[src/rtl/c2d_pkg.sv]
// Package for the 2D convolution output point engine.
// Holds item structs, register indexes, store sizes and small helpers.
package c2d_pkg;

  localparam int MaxInCh  = 16;
  localparam int MaxH     = 32;
  localparam int MaxW     = 32;
  localparam int MaxOutCh = 16;
  localparam int MaxK     = 7;

  localparam int ActDepth = MaxInCh * MaxH * MaxW;
  localparam int WgtDepth = MaxOutCh * MaxInCh * MaxK * MaxK;
  localparam int ActAw    = $clog2(ActDepth);
  localparam int WgtAw    = $clog2(WgtDepth);

  typedef enum logic [1:0] {
    MODE_ACT  = 2'd0,
    MODE_WGT  = 2'd1,
    MODE_BIAS = 2'd2,
    MODE_COMP = 2'd3
  } mode_t;

  typedef enum logic [2:0] {
    REG_IN_CH   = 3'd0,
    REG_IN_H    = 3'd1,
    REG_IN_W    = 3'd2,
    REG_OUT_CH  = 3'd3,
    REG_KDIMS   = 3'd4,
    REG_STRIDES = 3'd5,
    REG_PADS    = 3'd6,
    REG_DILS    = 3'd7
  } reg_idx_t;

  typedef struct packed {
    logic [1:0]         mode;
    logic signed [31:0] value;
    logic [3:0]         out_channel;
    logic [3:0]         in_channel;
    logic [4:0]         row;
    logic [4:0]         col;
  } in_item_t;

  typedef struct packed {
    logic signed [31:0] out_value;
    logic [3:0]         out_channel_echo;
    logic [4:0]         out_row;
    logic [4:0]         out_col;
    logic               out_of_range;
  } out_item_t;

  // Decoded geometry handed from the top level to the sequencer.
  typedef struct packed {
    logic [4:0] n_ic;
    logic [5:0] ih;
    logic [5:0] iw;
    logic [2:0] kh;
    logic [2:0] kw;
    logic [3:0] sh;
    logic [3:0] sw;
    logic [3:0] ph;
    logic [3:0] pw;
    logic [3:0] dh;
    logic [3:0] dw;
  } geom_t;

  // Clamp a kernel nibble to 1..MaxK.
  function automatic logic [2:0] kclamp(input logic [3:0] v);
    if (v == 4'd0) return 3'd1;
    if (v > 4'(MaxK)) return 3'(MaxK);
    return v[2:0];
  endfunction

  function automatic logic [3:0] min1(input logic [3:0] v);
    return (v == 4'd0) ? 4'd1 : v;
  endfunction

endpackage

[src/rtl/c2d_seq.sv]
// Tap sequencer: walks channels, kernel rows and columns for one point,
// issues store addresses and accumulates products. Uses c2d_pkg.
module c2d_seq (
  input  logic                clk,
  input  logic                rst,
  input  logic                go,
  input  c2d_pkg::geom_t      geom,
  input  logic [3:0]          oc,
  input  logic [4:0]          orow,
  input  logic [4:0]          ocol,
  output logic [c2d_pkg::ActAw-1:0] act_raddr,
  output logic [c2d_pkg::WgtAw-1:0] wgt_raddr,
  input  logic [15:0]         act_rdata,
  input  logic [15:0]         wgt_rdata,
  output logic                done,
  output logic signed [47:0]  acc
);
  import c2d_pkg::*;

  // Two drain states cover the RAM read and the product register, so the
  // last product is in the accumulator by the time done is raised.
  typedef enum logic [4:0] {
    S_IDLE = 5'b00001,
    S_RUN  = 5'b00010,
    S_DRN  = 5'b00100,
    S_DRN2 = 5'b01000,
    S_END  = 5'b10000
  } st_t;

  st_t state, state_next;
  logic [3:0] c;
  logic [2:0] r, k;
  logic signed [10:0] ybase, xbase, y, x;
  logic last_tap, tap_ok;
  logic v1, v2;
  logic signed [31:0] prod;

  // Tap row and column positions including dilation.
  always_comb begin
    y = ybase + 11'(r * geom.dh);
    x = xbase + 11'(k * geom.dw);
    tap_ok = (y >= 0) && (y < $signed({5'd0, geom.ih})) &&
             (x >= 0) && (x < $signed({5'd0, geom.iw}));
    last_tap = ({1'b0, c} == geom.n_ic - 5'd1) && (r == geom.kh - 3'd1) &&
               (k == geom.kw - 3'd1);
    act_raddr = ActAw'({c, y[4:0], x[4:0]});
    wgt_raddr = WgtAw'((((32'(oc) * MaxInCh + 32'(c)) * MaxK + 32'(r)) * MaxK) + 32'(k));
  end

  always_comb begin
    state_next = state;
    unique case (state)
      S_IDLE: if (go) state_next = S_RUN;
      S_RUN:  if (last_tap) state_next = S_DRN;
      S_DRN:  state_next = S_DRN2;
      S_DRN2: state_next = S_END;
      S_END:  state_next = S_IDLE;
      default: state_next = S_IDLE;
    endcase
  end

  // Counters, read-valid pipe, product register and accumulator.
  always_ff @(posedge clk) begin
    if (rst) begin
      state <= S_IDLE;
      v1 <= 1'b0;
      v2 <= 1'b0;
    end else begin
      state <= state_next;
      v1 <= (state == S_RUN) && tap_ok;
      v2 <= v1;
    end
    if (state == S_IDLE && go) begin
      c <= '0;
      r <= '0;
      k <= '0;
      acc <= '0;
      ybase <= 11'(orow * geom.sh) - 11'(geom.ph);
      xbase <= 11'(ocol * geom.sw) - 11'(geom.pw);
    end else if (state == S_RUN) begin
      if (k == geom.kw - 3'd1) begin
        k <= '0;
        if (r == geom.kh - 3'd1) begin
          r <= '0;
          c <= c + 4'd1;
        end else begin
          r <= r + 3'd1;
        end
      end else begin
        k <= k + 3'd1;
      end
    end
    prod <= $signed(wgt_rdata) * $signed(act_rdata);
    if (v2) acc <= acc + 48'(prod);
  end

  assign done = (state == S_END);

endmodule

[config.mk]
export PLATFORM = sky130hd
export DESIGN_NAME = c2d_seq
export DESIGN_NICKNAME = d
export VERILOG_FILES = /design/src/rtl/c2d_pkg.sv /design/src/rtl/c2d_seq.sv
export SDC_FILE = /design/constraint.sdc
export NUM_CORES = 1
export LEC_CHECK = 0
export BUFFER_PORTS_ARGS = -buffer_cell sky130_fd_sc_hd__buf_2
export CAP_MARGIN = 20
export CORE_MARGIN = 2
export CORE_UTILIZATION = 49
export CTS_CLUSTER_DIAMETER = 50
export CTS_CLUSTER_SIZE = 28
export DETAILED_ROUTE_END_ITERATION = 12
export PLACE_DENSITY = 0.66
export SETUP_SLACK_MARGIN = 0.2
export SKIP_CTS_REPAIR_TIMING = 1
export SYNTH_ARGS = -nofsm -noshare
export SYNTH_HDL_FRONTEND = slang
export SYNTH_SLANG_ARGS = --single-unit
[constraint.sdc]
create_clock -name clk -period 5.7 [get_ports clk]
set_input_delay 0.285 -clock clk [delete_from_list [all_inputs] [get_ports clk]]
set_output_delay 0.285 -clock clk [all_outputs]
set_load 0.02 [all_outputs]
==> impl_results.md, run 1 <==
* Drt total wl at 47.7 mm
* CTS H-tree lvls at 4
* Number of flops mapped to enable cells by yosys at 68
* Reg2reg start: k[0]
* Wire length per cell at 15.5 µm
* DRC Markers at 0
* Final hold viol count at 0
* Post-synthesis mux area share at less than 1%
* Ports at about 170
* Top Layer Used: met4
* Fin area at roughly 24000 µm²
* Synth warnings at 0
* First-pass GRT wire length at slightly below 80 mm
* Slew Limit Fails at 0
* Gp weighted congestion at around 0.88
* Critical Path AT at approximately 5.6 ns
* Dpl cells at 3023
* Setup-failing EPs final at 3
* Failing checks: negative setup slack
* Fin Clk Skew at between 0.01 and 0.015 ns
* Met3 wire len at approximately 1.3 mm
* Sequential share of the synthesized area at between 10 and 15%
* Clock-pin slew of the registers on the worst-case setup and hold paths at 0.07 ns
* Crit Path Max Fanout at 3
* Setup crit end kind: primary output
* Initial DRC count at between 800 and 900
* Via count at between 15000 and 20000
* Drt first pass iters at 5
* RSZ-0062 raised after global routing: yes
* Gr ovfl total at 0
* Slew @ Worst Pin at between 0.9 and 1 ns
* Outcome: finished, violations left
* DP Area at ~23000 µm²
* Die ar. at between 40000 and 50000 µm²
* Area of the multi-input gates at roughly 16000 µm²
* Wl on met1 at ~22 mm
* Mapped cell area at 20700 µm²
* Cts bufs inserted at 17
* Commonest cells post-synth: inv_1, fa_1, ha_1
* Main synth FF type: edfxtp_1
* Max Clk Rate at around 0.17 GHz
* Hold_sp: rst
* Dominant cell type by area after synthesis: fa_1
* Reg-to-reg slack, setup at roughly 1.5 ns
* Core Area at roughly 42000 µm²
* Synth top area share at slightly above 30%
* Mapped Nets at a little under 3000
* Num rows at between 70 and 80
* Syn_area_per_cell at approximately 9.2 µm²
* Initial Util at between 40% and 50%
* Fin crit period at approximately 5.9 ns
* WHS Endpoint: state[1]
* Asr flop ratio synth at 0%
* Mapped Cells at roughly 2300
* Largest family of logic cells by synthesized area: adder cells
* Pin count of the biggest net entering global routing at 38
* CTS Sinks at about 120
* Kind of critical path: reg -> out
* Die X at around 210 µm
* Max-Slew Margin vs Limit at approximately two fifths
* Reg area at 3030 µm²
* Vias in the first global route at around 16000
* Post-route setup slack at -0.159 ns
* Min Hold Slack at 0.126 ns
* # fillers at between 3000 and 4000
* Clk_lat worst skew at ~0.42 ns
* Antenna viol nets, final at 0
* Post-synthesis xor/xnor area fraction at under 10%
* Total track usage at 21.9%
* Maximum root-to-sink buffer count at 2
* Kind of start point of the critical path: flop
* Class of the tightest hold or removal check: in -> reg
* CTS tree: built
* Share of cells above drive strength 1 at approximately 17%
* Cell variety after synth at 66
* Compound-Gate Fraction of Synth Area at between 10% and 20%
* Port Buffers at 172
* Count leader, synth: inv_1
* Vias per cell at between 5 and 6
* Hpwl dp at 40.4 mm
* Final Cycle Share at 103%
* Adder-cell share of the synthesized area at a little under half
* Max cap viols at 0
* Seq cells post-synth at approximately 120
* Reg-to-reg endpoint: v1
* Finished Layout Cells at approximately 3000
* Final net count at between 3000 and 4000
* CP required at 5.41 ns
* Simple-Gate Fraction of Synth Area at roughly 14%
* WL met2 at between 20 and 25 mm
* Initial antenna violation count at 3
* Top post-synthesis cells by area: fa_1, ha_1, edfxtp_1, inv_1, dfxtp_1
* Area Overhead vs Synth at 16.9%
* Worst hold stages at 2
* Die height at approximately 210 µm
* Clk Tree Root Cell: clkbuf_16
* R2R depth at 14
==> metal layers <==
metal	track usage, %	vias up
li1	-	7707
met1	29.6	7956
met2	38.3	286
met3	1.77	52
met4	5.31	0
met5	0	-
==> sequential cells by signal (all words and copies together) (netlist names) <==
register and count:
ybase 10, prod 32, c 4, v1 1
v2 1, r 3, acc 48, xbase 10
k 3, state 5
==> worst max path at each step <==
stage	cells past startpoint	slack (ns)	start	to
2_1_floorplan	20	0.20	act_rdata[3]	prod[30]
3_3_place_gp	22	-0.07	act_rdata[1]	prod[30]
3_5_place_dp	22	-0.19	act_rdata[2]	prod[30]
4_1_cts	18	-0.48	c[0]	wgt_raddr[13]
5_1_grt	24	-0.37	c[2]	wgt_raddr[13]
6_report	18	-0.16	c[2]	wgt_raddr[13]
==> cell type report <==
type,count,area share [%]
Tap cell,539,2.78
Clock buffer,17,1.76
Sequential cell,117,12.5
Antenna cell,3,0.0310
Timing Repair Buffer,296,7.76
Multi-Input combinational cell,1629,67.3
Clock inverter,15,0.754
Inverter,457,7.12
==> worst max-delay path: stages, from the launching register on <==
cell and delay (ns):
dfxtp_2 0.33, fa_1 0.55, inv_2 0.04, fa_1 0.49, fa_2 0.58, fa_1 0.45, fa_1 0.52, inv_2 0.06
fa_2 0.35, a21o_1 0.20, a21oi_4 0.17, o21bai_4 0.08, a21oi_4 0.14, nor2b_1 0.06, o21a_1 0.18, o31a_1 0.34
o41ai_2 0.31, xnor2_1 0.15, buf_4 0.16
==> logic make-up (layout without fill, tap and decap cells) <==
| logic type | Yosys count | in the layout |
|---|---|---|
| compound gates | 334 | 334 |
| xor+xnor | 130 | 130 |
| fa+ha+maj | 568 | 568 |
| buf+inv | 508 | 785 |
| flops | 117 | 117 |
| mux | 8 | 8 |
| other cells | 0 | 3 |
| simple gates | 589 | 589 |
==> cells in the final DEF, fill, tap and decap left out, types with 40 or more instances in the layout <==
| master | instances |
|---|---|
| inv_1 | 446 |
| fa_1 | 311 |
| ha_1 | 229 |
| nand2_1 | 203 |
| buf_2 | 150 |
| and2_1 | 148 |
| buf_4 | 131 |
| nor2_1 | 104 |
| a21oi_1 | 89 |
| xnor2_1 | 88 |
| edfxtp_1 | 68 |
| a21o_1 | 54 |
| dfxtp_1 | 46 |
| o21ai_0 | 40 |
==> metrics by stage <==
step	setup WS [ns]	TNS [ns]	util [%]
detailed placement	-0.188	-0.847	54.9
global route	-0.369	-1.07	57.9
finish	-0.159	-0.315	57.9
floorplan	0.200	0	-
CTS	-0.476	-1.11	56.4
global placement	-0.0725	-0.145	54.9
Power of run 1 is left out: the tool's default activity adds up to more than one toggle a clock period on the data nets, which glitch-free logic cannot reach.
==> run 2: changes to the inputs <==
--- a/config.mk
+++ b/config.mk
@@ -12,9 +12,11 @@
 export CTS_CLUSTER_DIAMETER = 50
 export CTS_CLUSTER_SIZE = 28
 export DETAILED_ROUTE_END_ITERATION = 12
-export PLACE_DENSITY = 0.66
+export PLACE_DENSITY = 0.63
+export RECOVER_POWER = 100
 export SETUP_SLACK_MARGIN = 0.2
 export SKIP_CTS_REPAIR_TIMING = 1
+export SLEW_MARGIN = 10
 export SYNTH_ARGS = -nofsm -noshare
 export SYNTH_HDL_FRONTEND = slang
 export SYNTH_SLANG_ARGS = --single-unit
==> constraint.sdc (replaced) <==
create_clock -name clk -period 7.1 [get_ports clk]
set_input_delay 0.355 -clock clk [delete_from_list [all_inputs] [get_ports clk]]
set_output_delay 0.355 -clock clk [all_outputs]
set_load 0.02 [all_outputs]
==> run 2 against run 1 <==
The flow finishes with violations (max-capacitance violations, max-slew violations). Routed wire length shrank 2.2%. First-iteration DRC count shrank 5.3%. Worst hold slack gained 0.034 ns. Via count shrank 2.7%. Sequential share of layout area grew 0.92 points. Register-to-register slack gained 1.4 ns. Critical endpoint unchanged. Cell count shrank 4.0%. Non-clock buffer count shrank 121. Cell area shrank 7.0%. Sequential cell count is the same.
==> impl_results.md, run 2 (synthesis gave the netlist of run 1 again) <==
* Outcome: finished, violations left
* Failing checks: max-capacitance violations, max-slew violations
* Max Clk Rate at ~0.15 GHz
* Fin crit period at roughly 6.5 ns
* Commonest non-fill, non-tap cell in the layout: inv_1
* Die height at 210 µm (unchanged)
* Largest register FFs at 48 (unchanged)
* Reg-to-reg slack, setup at 2.85 ns (+1.38 ns)
* Area Overhead vs Synth at 8.73%
* RSZ-0062 raised after global routing: no
* Reg2reg start: k[0]
* Final hold viol count at 0 (unchanged)
* Class of the tightest hold or removal check: in -> reg
* Gp weighted congestion at 0.888 (+0.41%)
* Reg-to-reg endpoint: v1
* Initial antenna violation count at 1 (-2)
* CTS tree: built
* Slew @ Worst Pin at 2.78 ns (+1.88 ns)
* Num rows at 75 (unchanged)
* DRC Markers at 0 (unchanged)
* Setup TNS at 0 ns (+0.315 ns)
* Ports at 173 (unchanged)
* CTS Sinks at 117 (unchanged)
* Critical Path AT at 6.17 ns (+0.60 ns)
* Drt first pass iters at 5 (unchanged)
* Core Area at 41900 µm² (unchanged)
* Max cap viols at 1 (+1)
* Initial Util at 49.5% (unchanged)
* Crit Path Max Fanout at 7 (+4)
* Wire length per cell at 15.8 µm (+1.8%)
* Slew Limit Fails at 49 (+49)
* Worst hold stages at 2 (unchanged)
* WHS Endpoint: state[1]
* Clock-pin slew of the registers on the worst-case setup and hold paths at 0.06 ns (about the same)
* Vias in the first global route at 16000 (-2.4%)
* Largest Register: acc
* Maximum root-to-sink buffer count at 2 (unchanged)
* Final net count at 3061 (-3.8%)
* Via count at 15600 (-2.7%)
* Clk Tree Root Cell: clkbuf_16
* Max-Slew Margin vs Limit at -85.6% (-130 points)
* Antenna viol nets, final at 0 (unchanged)
* Die ar. at 43900 µm² (unchanged)
* Kind of critical path: reg -> out
* Total track usage at 21.7% (-0.23 points)
* Port Buffers at 172 (unchanged)
* Hold_sp: rst
* Die X at 210 µm (unchanged)
* Kind of start point of the critical path: flop
* First-pass GRT wire length at 77.2 mm (-2.1%)
* Cts bufs inserted at 17 (unchanged)
* CP required at 6.74 ns (+1.33 ns)
* Drt total wl at 46.7 mm (-2.2%)
* Hpwl dp at 38.6 mm (-4.5%)
* Initial DRC count at 771 (-5.3%)
* Vias per cell at 5.28 (+1.4%)
* Gr ovfl total at 0 (unchanged)
* R2R depth at 14 (unchanged)
* Clk_lat worst skew at 0.43 ns (about the same)
* Setup crit end kind: primary output
* Share of cells above drive strength 1 at 5.60% (-11 points)
* CTS H-tree lvls at 4 (unchanged)
* Setup-failing EPs final at 0 (-3)
* Pin count of the biggest net entering global routing at 49 (+29%)
* Regs by FF count: acc x48, prod x32
* Final Cycle Share at roughly nine tenths
* Most frequent cells in the layout: inv_1, fa_1, ha_1, nand2_1, and2_1
* Fin Clk Skew at 0.0136 ns (+0.000392 ns)
==> run 2: worst max-delay path by stage <==
| stage | startpoint | to | slack (ns) | cells past startpoint |
|---|---|---|---|---|
| 2_1_floorplan | wgt_rdata[15] | prod[30] | 1.04 | 20 |
| 3_3_place_gp | act_rdata[1] | prod[30] | 0.69 | 20 |
| 3_5_place_dp | act_rdata[1] | prod[30] | 0.57 | 20 |
| 4_1_cts | c[2] | wgt_raddr[13] | 0.60 | 18 |
| 5_1_grt | act_rdata[1] | prod[30] | 0.16 | 20 |
| 6_report | c[2] | wgt_raddr[13] | 0.58 | 18 |
==> run 2: through the flow <==
stage	worst slack (ns)	hold slack (ns)	instance area (µm²)	util, %	std cells
6_report	0.579	0.160	22500	53.8	2950
5_1_grt	0.159	0.162	22500	53.8	2950
4_1_cts	0.602	0.141	22700	54.2	2949
3_5_place_dp	0.568	0.463	22100	52.8	2917
3_3_place_gp	0.685	0.455	22100	52.8	2917
2_1_floorplan	1.04	0.414	20700	-	2254
==> run 2: final cells by class <==
cell class	instances	area, µm²
Inverter	457	1720
Clock inverter	12	87.6
Tap cell	539	674
Multi-Input combinational cell	1629	15800
Clock buffer	20	489
Timing Repair Buffer	175	779
Fill cell	3898	19300
Antenna cell	1	2.50
Sequential cell	117	3020
==> run 2: worst max-delay path: stages (launching register included) <==
cell	delay (ns)
dfxtp_1	0.56
fa_1	0.48
inv_1	0.08
fa_1	0.45
fa_1	0.59
fa_1	0.53
fa_1	0.49
inv_1	0.07
fa_1	0.46
a21o_1	0.20
a21oi_1	0.23
o21bai_1	0.10
a21oi_1	0.23
nor2b_1	0.08
o21a_1	0.19
o31a_1	0.27
o41ai_1	0.31
xnor2_1	0.17
clkbuf_1	0.26
==> run 2: per-layer routing <==
metal	share of wire [%]	track usage [%]
met1	44	29.0
met2	50	37.2
met3	4.1	2.98
met4	1.9	5.70
met5	0	0
Power of run 2 is left out for the same reason.
